**config.mk**
```make
export PLATFORM = sky130hd
export DESIGN_NAME = bgp_message_classifier_top
export DESIGN_NICKNAME = d
export VERILOG_FILES = /design/src/rtl/bmc_pkg.sv /design/src/rtl/bmc_parser.sv /design/src/rtl/bmc_classify.sv /design/src/rtl/bmc_counters.sv /design/src/rtl/bgp_message_classifier_top.sv
export SDC_FILE = /design/constraint.sdc
export NUM_CORES = 2
export LEC_CHECK = 0
export BUFFER_PORTS_ARGS = -buffer_cell sky130_fd_sc_hd__buf_4
export CORE_UTILIZATION = 25
export CTS_BUF_LIST = sky130_fd_sc_hd__clkbuf_8
export DETAILED_ROUTE_END_ITERATION = 8
export PLACE_DENSITY = 0.51
export SLEW_MARGIN = 20
export SYNTH_ARGS = -nofsm -noshare
export SYNTH_HDL_FRONTEND = slang
export SYNTH_SLANG_ARGS = --single-unit
```
**constraint.sdc**
```tcl
create_clock -name clk_i -period 6.8 [get_ports clk_i]
set_input_delay 1.36 -clock clk_i [delete_from_list [all_inputs] [get_ports clk_i]]
set_output_delay 1.36 -clock clk_i [all_outputs]
set_load 0.02 [all_outputs]
```
**src/rtl/bmc_pkg.sv**
```systemverilog
// Shared types and constants for the BGP message classifier.
// Depends on nothing; every other file in rtl/ refers to it by scoped names.
`default_nettype none

package bmc_pkg;

  // Width of the running counters; the ports show the low 32 bits.
  localparam int unsigned CountBits = 32;

  // Header byte offsets
  localparam logic [15:0] PosLenHi   = 16'd16;
  localparam logic [15:0] PosLenLo   = 16'd17;
  localparam logic [15:0] PosType    = 16'd18;
  localparam logic [15:0] PosWdrLenHi = 16'd19;
  localparam logic [15:0] PosWdrLenLo = 16'd20;
  localparam logic [16:0] AttrLenHiBase = 17'd21;
  localparam logic [16:0] AttrLenLoBase = 17'd22;
  localparam logic [17:0] SectionBase   = 18'd23;

  // Minimum lengths
  localparam logic [16:0] ShortLimit = 17'd18;
  localparam logic [16:0] EorLength  = 17'd23;

  // Message type codes
  localparam logic [7:0] TypeOpen      = 8'd1;
  localparam logic [7:0] TypeUpdate    = 8'd2;
  localparam logic [7:0] TypeNotify    = 8'd3;
  localparam logic [7:0] TypeKeepalive = 8'd4;

  // Path attribute type codes and the extended-length flag bit (0x10)
  localparam logic [7:0] AttrMed       = 8'd4;
  localparam logic [7:0] AttrLocalPref = 8'd5;
  localparam int unsigned AttrExtLenBit = 4;

  typedef enum logic [2:0] {
    ClsOpen         = 3'd0,
    ClsPlainUpdate  = 3'd1,
    ClsWithdraw     = 3'd2,
    ClsMpBgp        = 3'd3,
    ClsMixed        = 3'd4,
    ClsEndOfRib     = 3'd5,
    ClsNotification = 3'd6,
    ClsKeepalive    = 3'd7
  } msg_class_e;

  typedef enum logic [2:0] {
    ErrNone        = 3'd0,
    ErrShort       = 3'd1,
    ErrLenMismatch = 3'd2,
    ErrBadType     = 3'd3,
    ErrOverrun     = 3'd4,
    ErrWdrNlri     = 3'd5,
    ErrAttrAlign   = 3'd6,
    ErrMixedNoNlri = 3'd7
  } msg_err_e;

  // Parser state as it stands after the final byte of a message
  typedef struct packed {
    logic [16:0] msg_len;
    logic [15:0] hdr_len;
    logic [7:0]  msg_kind;
    logic [15:0] wdr_len;
    logic [15:0] attr_len;
    logic        attr_aligned;
    logic [15:0] med_cnt;
    logic [15:0] lp_cnt;
  } msg_snap_t;

  // Verdict for one message, handed to the counter stage
  typedef struct packed {
    msg_class_e  cls;
    msg_err_e    err;
    logic        upd_msg;
    logic [15:0] med_cnt;
    logic [15:0] lp_cnt;
  } msg_verdict_t;

endpackage

`default_nettype wire

```
**src/rtl/bmc_parser.sv**
```systemverilog
// Byte walker: header fields, UPDATE section lengths and attribute walk.
// Holds a snapshot of the message state after its final byte. Uses bmc_pkg.
`default_nettype none

module bmc_parser (
  input  wire logic              clk_i,
  input  wire logic              rst_ni,
  input  wire logic              valid_i,
  output logic                   stall_o,
  input  wire logic [7:0]        data_byte_i,
  input  wire logic              last_byte_i,
  output logic                   snap_valid_o,
  output bmc_pkg::msg_snap_t     snap_o,
  input  wire logic              snap_take_i
);

  typedef enum logic [2:0] {
    PhFlags = 3'd0,
    PhType  = 3'd1,
    PhLenHi = 3'd2,
    PhLenLo = 3'd3,
    PhValue = 3'd4
  } attr_phase_e;

  logic [15:0] pos_q, pos_d;
  logic [15:0] hdr_len_q, hdr_len_d;
  logic [7:0]  type_q, type_d;
  logic [15:0] wdr_len_q, wdr_len_d;
  logic [15:0] attr_len_q, attr_len_d;
  attr_phase_e phase_q, phase_d;
  logic [7:0]  flags_q, flags_d;
  logic [15:0] rem_q, rem_d;
  logic [15:0] med_q, med_d;
  logic [15:0] lp_q, lp_d;

  logic              snap_valid_q, snap_valid_d;
  bmc_pkg::msg_snap_t snap_q, snap_d;

  logic        snap_move;
  logic        accept;
  logic [16:0] attr_hi_pos, attr_lo_pos;
  logic [17:0] sect_start, sect_end;
  logic        in_section;
  logic [15:0] rem_dec;
  logic [15:0] rem_join;

  assign snap_move = ~snap_valid_q | snap_take_i;
  // Only a final byte needs the snapshot slot; other beats keep flowing.
  assign stall_o   = last_byte_i & ~snap_move;
  assign accept    = valid_i & ~stall_o;

  assign attr_hi_pos = {1'b0, wdr_len_q} + bmc_pkg::AttrLenHiBase;
  assign attr_lo_pos = {1'b0, wdr_len_q} + bmc_pkg::AttrLenLoBase;
  assign sect_start  = {2'b00, wdr_len_q} + bmc_pkg::SectionBase;
  assign sect_end    = sect_start + {2'b00, attr_len_q};
  assign in_section  = ({2'b00, pos_q} >= sect_start) && ({2'b00, pos_q} < sect_end);
  assign rem_dec     = (rem_q != 16'd0) ? rem_q - 16'd1 : rem_q;
  assign rem_join    = rem_q | {8'h00, data_byte_i};

  always_comb begin
    pos_d      = pos_q;
    hdr_len_d  = hdr_len_q;
    type_d     = type_q;
    wdr_len_d  = wdr_len_q;
    attr_len_d = attr_len_q;
    phase_d    = phase_q;
    flags_d    = flags_q;
    rem_d      = rem_q;
    med_d      = med_q;
    lp_d       = lp_q;

    if (accept) begin
      priority if (pos_q == bmc_pkg::PosLenHi) begin
        hdr_len_d = {data_byte_i, 8'h00};
      end else if (pos_q == bmc_pkg::PosLenLo) begin
        hdr_len_d = hdr_len_q | {8'h00, data_byte_i};
      end else if (pos_q == bmc_pkg::PosType) begin
        type_d = data_byte_i;
      end else if (type_q == bmc_pkg::TypeUpdate) begin
        if (pos_q == bmc_pkg::PosWdrLenHi) begin
          wdr_len_d = {data_byte_i, 8'h00};
        end else if (pos_q == bmc_pkg::PosWdrLenLo) begin
          wdr_len_d = wdr_len_q | {8'h00, data_byte_i};
        end else if ({1'b0, pos_q} == attr_hi_pos) begin
          attr_len_d = {data_byte_i, 8'h00};
        end else if ({1'b0, pos_q} == attr_lo_pos) begin
          attr_len_d = attr_len_q | {8'h00, data_byte_i};
        end else if (in_section) begin
          unique case (phase_q)
            PhFlags: begin
              flags_d = data_byte_i;
              phase_d = PhType;
            end
            PhType: begin
              if (data_byte_i == bmc_pkg::AttrMed) begin
                med_d = med_q + 16'd1;
              end else if (data_byte_i == bmc_pkg::AttrLocalPref) begin
                lp_d = lp_q + 16'd1;
              end
              phase_d = flags_q[bmc_pkg::AttrExtLenBit] ? PhLenHi : PhLenLo;
              rem_d   = 16'd0;
            end
            PhLenHi: begin
              rem_d   = {data_byte_i, 8'h00};
              phase_d = PhLenLo;
            end
            PhLenLo: begin
              rem_d   = rem_join;
              phase_d = (rem_join != 16'd0) ? PhValue : PhFlags;
            end
            PhValue: begin
              rem_d = rem_dec;
              if (rem_dec == 16'd0) begin
                phase_d = PhFlags;
              end
            end
            default: begin
              phase_d = PhFlags;
            end
          endcase
        end
      end else begin
        // body bytes of other message types are not parsed
      end
      if (pos_q != 16'hFFFF) begin
        pos_d = pos_q + 16'd1;
      end
    end

    // Snapshot takes the state including the final byte itself
    snap_d.msg_len      = {1'b0, pos_q} + 17'd1;
    snap_d.hdr_len      = hdr_len_d;
    snap_d.msg_kind     = type_d;
    snap_d.wdr_len      = wdr_len_d;
    snap_d.attr_len     = attr_len_d;
    snap_d.attr_aligned = (phase_d == PhFlags);
    snap_d.med_cnt      = med_d;
    snap_d.lp_cnt       = lp_d;

    if (accept && last_byte_i) begin
      pos_d      = 16'd0;
      hdr_len_d  = 16'd0;
      type_d     = 8'd0;
      wdr_len_d  = 16'd0;
      attr_len_d = 16'd0;
      phase_d    = PhFlags;
      flags_d    = 8'd0;
      rem_d      = 16'd0;
      med_d      = 16'd0;
      lp_d       = 16'd0;
    end

    snap_valid_d = snap_move ? (accept & last_byte_i) : snap_valid_q;
  end

  always_ff @(posedge clk_i or negedge rst_ni) begin
    if (!rst_ni) begin
      pos_q        <= 16'd0;
      hdr_len_q    <= 16'd0;
      type_q       <= 8'd0;
      wdr_len_q    <= 16'd0;
      attr_len_q   <= 16'd0;
      phase_q      <= PhFlags;
      flags_q      <= 8'd0;
      rem_q        <= 16'd0;
      med_q        <= 16'd0;
      lp_q         <= 16'd0;
      snap_valid_q <= 1'b0;
    end else begin
      pos_q        <= pos_d;
      hdr_len_q    <= hdr_len_d;
      type_q       <= type_d;
      wdr_len_q    <= wdr_len_d;
      attr_len_q   <= attr_len_d;
      phase_q      <= phase_d;
      flags_q      <= flags_d;
      rem_q        <= rem_d;
      med_q        <= med_d;
      lp_q         <= lp_d;
      snap_valid_q <= snap_valid_d;
    end
  end

  always_ff @(posedge clk_i) begin
    if (accept && last_byte_i) begin
      snap_q <= snap_d;
    end
  end

  assign snap_valid_o = snap_valid_q;
  assign snap_o       = snap_q;

endmodule

`default_nettype wire

```
**src/rtl/bmc_classify.sv**
```systemverilog
// Classification stage: checks a message snapshot and registers a verdict.
// Uses bmc_pkg for the snapshot and verdict types and the codes.
`default_nettype none

module bmc_classify (
  input  wire logic                clk_i,
  input  wire logic                rst_ni,
  input  wire logic                snap_valid_i,
  input  wire bmc_pkg::msg_snap_t  snap_i,
  output logic                     snap_take_o,
  output logic                     verdict_valid_o,
  output bmc_pkg::msg_verdict_t    verdict_o,
  input  wire logic                verdict_take_i
);

  logic                  valid_q;
  bmc_pkg::msg_verdict_t verdict_q, verdict_d;
  logic                  move;
  logic [17:0]           len18;
  logic [17:0]           wdr_end;
  logic [17:0]           sect_end;

  assign move        = ~valid_q | verdict_take_i;
  assign snap_take_o = move;

  assign len18    = {1'b0, snap_i.msg_len};
  assign wdr_end  = {2'b00, snap_i.wdr_len} + bmc_pkg::SectionBase;
  assign sect_end = wdr_end + {2'b00, snap_i.attr_len};

  always_comb begin
    verdict_d.cls     = bmc_pkg::ClsOpen;
    verdict_d.err     = bmc_pkg::ErrNone;
    verdict_d.upd_msg = (snap_i.msg_kind == bmc_pkg::TypeUpdate);
    verdict_d.med_cnt = snap_i.med_cnt;
    verdict_d.lp_cnt  = snap_i.lp_cnt;

    priority if (snap_i.msg_len <= bmc_pkg::ShortLimit) begin
      verdict_d.err = bmc_pkg::ErrShort;
    end else if ({1'b0, snap_i.hdr_len} != snap_i.msg_len) begin
      verdict_d.err = bmc_pkg::ErrLenMismatch;
    end else if (snap_i.msg_kind == bmc_pkg::TypeOpen) begin
      verdict_d.cls = bmc_pkg::ClsOpen;
    end else if (snap_i.msg_kind == bmc_pkg::TypeNotify) begin
      verdict_d.cls = bmc_pkg::ClsNotification;
    end else if (snap_i.msg_kind == bmc_pkg::TypeKeepalive) begin
      verdict_d.cls = bmc_pkg::ClsKeepalive;
    end else if (snap_i.msg_kind != bmc_pkg::TypeUpdate) begin
      verdict_d.err = bmc_pkg::ErrBadType;
    end else if (len18 < sect_end) begin
      verdict_d.err = bmc_pkg::ErrOverrun;
    end else if (snap_i.msg_len == bmc_pkg::EorLength) begin
      verdict_d.cls = bmc_pkg::ClsEndOfRib;
    end else if (snap_i.attr_len == 16'd0) begin
      if (len18 != wdr_end) begin
        verdict_d.err = bmc_pkg::ErrWdrNlri;
      end else begin
        verdict_d.cls = bmc_pkg::ClsWithdraw;
      end
    end else if (!snap_i.attr_aligned) begin
      verdict_d.err = bmc_pkg::ErrAttrAlign;
    end else if (snap_i.wdr_len == 16'd0) begin
      // any bytes past the attributes are NLRI
      verdict_d.cls = (len18 != sect_end) ? bmc_pkg::ClsPlainUpdate : bmc_pkg::ClsMpBgp;
    end else if (len18 == sect_end) begin
      verdict_d.err = bmc_pkg::ErrMixedNoNlri;
    end else begin
      verdict_d.cls = bmc_pkg::ClsMixed;
    end

    if (verdict_d.err != bmc_pkg::ErrNone) begin
      verdict_d.cls = bmc_pkg::ClsOpen;
    end
  end

  always_ff @(posedge clk_i or negedge rst_ni) begin
    if (!rst_ni) begin
      valid_q <= 1'b0;
    end else if (move) begin
      valid_q <= snap_valid_i;
    end
  end

  always_ff @(posedge clk_i) begin
    if (move && snap_valid_i) begin
      verdict_q <= verdict_d;
    end
  end

  assign verdict_valid_o = valid_q;
  assign verdict_o       = verdict_q;

endmodule

`default_nettype wire

```
**src/rtl/bmc_counters.sv**
```systemverilog
// Counter and output stage: per-class and grand totals, result register.
// Uses bmc_pkg for the verdict type, codes and counter width.
`default_nettype none

module bmc_counters (
  input  wire logic                   clk_i,
  input  wire logic                   rst_ni,
  input  wire logic                   verdict_valid_i,
  input  wire bmc_pkg::msg_verdict_t  verdict_i,
  output logic                        verdict_take_o,
  output logic                        valid_o,
  input  wire logic                   stall_i,
  output logic [2:0]                  message_class_o,
  output logic                        plain_update_o,
  output logic [2:0]                  error_code_o,
  output logic [31:0]                 class_total_o,
  output logic [31:0]                 message_total_o,
  output logic [31:0]                 med_total_o,
  output logic [31:0]                 local_pref_total_o
);

  localparam int unsigned CW = bmc_pkg::CountBits;

  logic [CW-1:0] class_cnt_q [8];
  logic [CW-1:0] msg_cnt_q, med_cnt_q, lp_cnt_q;
  logic [CW-1:0] class_inc, msg_inc, med_sum, lp_sum;

  logic          valid_q;
  logic          move;
  logic          load;
  logic          ok;

  logic [2:0]    cls_q;
  logic          plain_q;
  logic [2:0]    err_q;
  logic [31:0]   class_tot_q, msg_tot_q, med_tot_q, lp_tot_q;

  assign move           = ~valid_q | ~stall_i;
  assign verdict_take_o = move;
  assign load           = move & verdict_valid_i;
  assign ok             = (verdict_i.err == bmc_pkg::ErrNone);

  assign class_inc = class_cnt_q[verdict_i.cls] + CW'(1);
  assign msg_inc   = msg_cnt_q + CW'(1);
  assign med_sum   = verdict_i.upd_msg ? med_cnt_q + CW'(verdict_i.med_cnt) : med_cnt_q;
  assign lp_sum    = verdict_i.upd_msg ? lp_cnt_q + CW'(verdict_i.lp_cnt) : lp_cnt_q;

  always_ff @(posedge clk_i or negedge rst_ni) begin
    if (!rst_ni) begin
      valid_q   <= 1'b0;
      msg_cnt_q <= '0;
      med_cnt_q <= '0;
      lp_cnt_q  <= '0;
      for (int i = 0; i < 8; i++) begin
        class_cnt_q[i] <= '0;
      end
    end else begin
      if (move) begin
        valid_q <= verdict_valid_i;
      end
      // a failed message counts nothing, its attributes included
      if (load && ok) begin
        class_cnt_q[verdict_i.cls] <= class_inc;
        msg_cnt_q                  <= msg_inc;
        med_cnt_q                  <= med_sum;
        lp_cnt_q                   <= lp_sum;
      end
    end
  end

  always_ff @(posedge clk_i) begin
    if (load) begin
      cls_q   <= verdict_i.cls;
      err_q   <= verdict_i.err;
      plain_q <= ok && (verdict_i.cls == bmc_pkg::ClsPlainUpdate);
      if (ok) begin
        class_tot_q <= 32'(class_inc);
        msg_tot_q   <= 32'(msg_inc);
        med_tot_q   <= 32'(med_sum);
        lp_tot_q    <= 32'(lp_sum);
      end else begin
        class_tot_q <= 32'd0;
        msg_tot_q   <= 32'(msg_cnt_q);
        med_tot_q   <= 32'(med_cnt_q);
        lp_tot_q    <= 32'(lp_cnt_q);
      end
    end
  end

  assign valid_o            = valid_q;
  assign message_class_o    = cls_q;
  assign plain_update_o     = plain_q;
  assign error_code_o       = err_q;
  assign class_total_o      = class_tot_q;
  assign message_total_o    = msg_tot_q;
  assign med_total_o        = med_tot_q;
  assign local_pref_total_o = lp_tot_q;

endmodule

`default_nettype wire

```
**src/rtl/bgp_message_classifier_top.sv**
```systemverilog
// BGP-4 message classifier, top level.
// Instantiates bmc_parser, bmc_classify and bmc_counters; uses bmc_pkg.
//
// Input channel: one message byte per beat (data_byte_i, last_byte_i), from
// marker byte zero, last_byte_i set on the final byte. One beat is taken per
// cycle while in_stall_o is low. Output channel: one result beat per message,
// with the class, the plain-update flag, an error code and the running totals.
// The result passes the snapshot, classify and counter registers in turn after
// the final byte is taken. Throughput is one byte per cycle while the receiver
// does not stall; back-to-back messages, even one byte long, keep that rate.
// When the receiver stalls, the result is held and up to two more results
// queue in the classify and snapshot registers; non-final bytes are still
// taken, and only a final byte is stalled once all three are occupied.
// Reset zeroes the parser state, pipeline valid flags and all counters.
// Counters wrap; the total ports show their low 32 bits.
`default_nettype none

module bgp_message_classifier_top (
  input  wire logic        clk_i,
  input  wire logic        rst_ni,
  input  wire logic        in_valid_i,
  output logic             in_stall_o,
  input  wire logic [7:0]  data_byte_i,
  input  wire logic        last_byte_i,
  output logic             out_valid_o,
  input  wire logic        out_stall_i,
  output logic [2:0]       message_class_o,
  output logic             plain_update_o,
  output logic [2:0]       error_code_o,
  output logic [31:0]      class_total_o,
  output logic [31:0]      message_total_o,
  output logic [31:0]      med_total_o,
  output logic [31:0]      local_pref_total_o
);

  logic                  snap_valid;
  bmc_pkg::msg_snap_t    snap;
  logic                  snap_take;
  logic                  verdict_valid;
  bmc_pkg::msg_verdict_t verdict;
  logic                  verdict_take;

  bmc_parser u_parser (
    .clk_i        (clk_i),
    .rst_ni       (rst_ni),
    .valid_i      (in_valid_i),
    .stall_o      (in_stall_o),
    .data_byte_i  (data_byte_i),
    .last_byte_i  (last_byte_i),
    .snap_valid_o (snap_valid),
    .snap_o       (snap),
    .snap_take_i  (snap_take)
  );

  bmc_classify u_classify (
    .clk_i           (clk_i),
    .rst_ni          (rst_ni),
    .snap_valid_i    (snap_valid),
    .snap_i          (snap),
    .snap_take_o     (snap_take),
    .verdict_valid_o (verdict_valid),
    .verdict_o       (verdict),
    .verdict_take_i  (verdict_take)
  );

  bmc_counters u_counters (
    .clk_i              (clk_i),
    .rst_ni             (rst_ni),
    .verdict_valid_i    (verdict_valid),
    .verdict_i          (verdict),
    .verdict_take_o     (verdict_take),
    .valid_o            (out_valid_o),
    .stall_i            (out_stall_i),
    .message_class_o    (message_class_o),
    .plain_update_o     (plain_update_o),
    .error_code_o       (error_code_o),
    .class_total_o      (class_total_o),
    .message_total_o    (message_total_o),
    .med_total_o        (med_total_o),
    .local_pref_total_o (local_pref_total_o)
  );

endmodule

`default_nettype wire
```
==> impl_metrics.yaml <==
run_status:
  status: "finished clean"
route:
  vias_per_cell: 4.671
  highest_layer: "met5"
  route.met2.wl_um: 49420
  wl_um: 108900
  routedWlPerCell_um: 18.28
  num_vias: 27830
  wirelength_met1_um: 52400
  dr.pass1.iters: 5
  ant_nets: 0
  drc: 0
  wl_met3_um: 4241
  drtIter0Drc: 1662
worst_setup_path:
  cp.arrival_ns: 6.95
  r2r_slack_ns: 0.63
  rr_startpoint: "u_parser.wdr_len_q[2]"
  cp_max_fo: 10
  startpoint_type: "flip-flop"
  endpoint_kind: "flip-flop"
  critPathKind: "flip-flop to flip-flop"
  cp.required_ns: 7.58
  worstReg2RegEnd: "u_parser.lp_q[11]"
  r2r_cells: 24
power_and_ir_drop:
  power.internal_mw: 7.386
  pwr-share-clk_pct: 45.1
  cellLeakagePower_nw: 19.41
  peakVddDrop_v: 0.0001856
  power_mw: 9.863
  p_seq_share_pct: 49.7
  comb_power_share_pct: 5.2
  switching_share_pct: 25.12
  switching_power_mw: 2.478
  p_per_area_nw_per_um2: 216.3
synth:
  async_reset_ff_share_pct: 63.11
  synth-seq-area-share_pct: 51.73
  synth_area_per_cell_um2: 10.80
  yosysWarnings: 0
  synth-simple-area-share_pct: 15.93
  synth-seq-cells: 759
  synth_xor_xnor_area_share_pct: 7.588
  yosys.area_share.adder_pct: 4.297
  syn-instance-count: 3651
  synth_compound_area_share_pct: 10.01
  muxShareOfSynthArea_pct: 7.684
  yosys.area.top_type_share_pct: 30.40
  syn_area_um2: 39420
  synth_area_leaders: "dfrtp_1 30%, edfxtp_1 21%, mux2_2 4.6%"
  synth_edf_count: 280
  synth_cell_types: 95
  synth_ff_type: "dfrtp_1"
  synth_top_family_by_area: "simple AND/OR/NAND/NOR gates"
  syn_nets: 3797
  synth_top_area_cell: "dfrtp_1"
floorplanning:
  num_rows: 145
  ioPinCount: 150
  core_area_um2: 156400
  start_util_pct: 25.21
  die_w_um: 399.1
  die_h_um: 399.1
  dieArea_um2: 159300
global_routing:
  grt_pass1_wl_um: 169200
  grt_max_degree: 141
  antenna_found_initial: 4
  grt_usage_pct: 13.74
  grt_pass1_vias: 27680
  grt_remaining_overflow: 0
sta:
  max_freq_mhz: 162.2
  finalSetupTns_ns: 0
  finalMaxSlewViolations: 0
  post-route-period-util_pct: 90.67
  layout_setup_ws_ns: 0.6343
  hold_violations: 0
  min_period_ns: 6.166
  setup_violations: 0
  maxSlewHeadroom_pct: 23.73
  grt_setup_unrepaired: "no"
  finalClockSkew_ns: 0.04027
  tightest_slew_ns: 1.138
placement:
  dp.final_hpwl_um: 72600
  place_area_um2: 42780
  gp_congestion: 0.8243
  pre_cts_ws_ns: 0.5775
  portBuffers: 149
clocking:
  clk_latency_ns: 0.87
  cts_root_buffer: "clkbuf_8"
  cts_hold_buf: 0
  cts_htree_levels: 4
  cts_tree: "built"
  cts.sinks: 759
  cts.clk_slew.worst_paths_ns: 0.06
  clk_path_buf_depth: 3
  cts_buffers: 133
min_path:
  holdPathEnd: "u_classify.verdict_o[31]"
  hold_path_class: "flip-flop to flip-flop"
  hold_path_depth: 0
  hp-start: "u_parser.snap_o[31]"
finish:
  layout.nets: 3931
  layout-drive-gt1-share_pct: 16.15
  final_cell_mix: "479 x dfrtp_1, 414 x nand2_1, 280 x edfxtp_1, 279 x o21ai_0, 216 x nor2_1"
  post-route-util_pct: 29.16
  design_area_um2: 45600
  final_common_cell: "dfrtp_1"
  area_growth_syn_to_layout_pct: 15.66
job:
  cap_violations: 0
==> synthesized netlist by cell type, types with 7 or more instances <==
cell type / count
a211oi_1: 10
a21o_1: 21
a21oi_1: 126
a221oi_1: 17
a22o_1: 7
a22oi_1: 14
a31oi_1: 19
and2_1: 75
and3_1: 43
and4_1: 12
buf_1: 12
buf_2: 24
buf_4: 12
clkbuf_1: 144
dfrtp_1: 479
edfxtp_1: 280
ha_1: 129
inv_1: 73
mux2_2: 162
mux2i_1: 54
mux4_2: 29
nand2_1: 420
nand2b_1: 53
nand3_1: 111
nand3b_1: 22
nand4_1: 50
nor2_1: 217
nor2b_1: 29
nor3_1: 97
nor3b_1: 15
nor4_1: 37
o211ai_1: 11
o21a_1: 18
o21ai_0: 279
o21ai_1: 11
o21bai_1: 10
o221ai_1: 9
o31ai_1: 16
or2_2: 10
or3_1: 21
or4_1: 17
xnor2_1: 176
xor2_1: 156
==> repair_timing <==
| item | in CTS | in global routing |
|---|---|---|
| gates resized for setup | 0 | 1 |
| buffers inserted | 0 | 0 |
| endpoints found under the setup margin | 0 | 12 |
==> cells by family after synthesis <==
group                      Yosys count
DFF                                759
muxes                              246
AOI/OAI and AO/OA                  647
adders and majority gates          133
and+or+nand+nor                   1262
xor gates and xnor gates           336
buffers and inverters              268
==> layer usage <==
metal  vias to the layer above  GRT usage (%)
met5                         -              0
met4                         4          4.703
met3                       166          2.696
met2                       501          21.20
met1                     13760          19.11
li1                      13400              -
==> how the worst max path moves through the flow <==
stage,slack [ns],endpoint,startpoint,cells past startpoint
6_report,0.63,u_parser.lp_q[11],u_parser.wdr_len_q[2],24
5_1_grt,0.05,u_parser.snap_o[26],u_parser.wdr_len_q[2],25
4_1_cts,0.57,u_parser.lp_q[11],u_parser.wdr_len_q[2],24
3_5_place_dp,0.58,u_parser.lp_q[11],u_parser.wdr_len_q[2],24
3_3_place_gp,0.72,u_parser.snap_o[26],u_parser.wdr_len_q[2],25
2_1_floorplan,0.24,u_counters.msg_cnt_q[28],out_stall_i,9
==> worst max-delay path, stage by stage (launching register included) <==
cell       delay, ns
dfrtp_1         0.49
inv_1           0.16
ha_1            0.23
a21boi_0        0.30
nor2_1          0.10
nor2_2          0.23
xnor2_1         0.18
ha_1            0.31
a21oi_1         0.25
o21ai_0         0.22
a2111oi_0       0.44
or3_1           0.26
o2111ai_1       0.14
a21oi_1         0.18
xor2_1          0.18
ha_1            0.26
a211oi_1        0.22
o21ai_0         0.13
a21oi_1         0.12
o21ai_0         0.09
a31o_2          0.25
a31o_2          0.24
or4_1           0.56
or3_1           0.39
a21oi_1         0.15
==> registers in the layout (all words and copies together), names as in the netlist, 8 cells and up <==
register	count
u_counters.message_total_o	32
u_counters.lp_cnt_q	32
u_counters.local_pref_total_o	32
u_parser.wdr_len_q	16
u_parser.hdr_len_q	16
u_counters.class_total_o	32
u_parser.snap_o	106
u_parser.rem_q	16
u_parser.type_q	8
u_classify.verdict_o	39
u_parser.med_q	16
u_parser.attr_len_q	16
u_parser.pos_q	16
u_counters.class_cnt_q	256
u_counters.med_total_o	32
u_counters.med_cnt_q	32
u_counters.msg_cnt_q	32
u_parser.lp_q	16
==> cell type report <==
cell class / instances / area, um2
inverter: 75 / 286.5
clock inverter: 92 / 705.7
fill: 16290 / 110800
multi-input combinational: 2624 / 18030
sequential: 759 / 20390
timing repair buffer: 192 / 1503
clock buffer: 152 / 2092
antenna: 5 / 12.51
tap: 2058 / 2575
==> power groups by stage <==
stage,sequential (mW),combinational [mW],clock [mW]
2_1_floorplan,5.03,0.225,0
3_3_place_gp,4.99,0.524,0
3_5_place_dp,4.99,0.526,0
4_1_cts,4.90,0.528,4.60
5_1_grt,4.91,0.571,4.78
6_report,4.90,0.516,4.45
==> through the flow <==
step,hold slack (ns),cells
after global routing,0.4265,5953
after detailed placement,0.4045,5708
final,0.4146,5957
after floorplan,0.4003,3651
after global placement,0.4019,5708
after CTS,0.4199,5952
(Power assumes the default switching activity.)
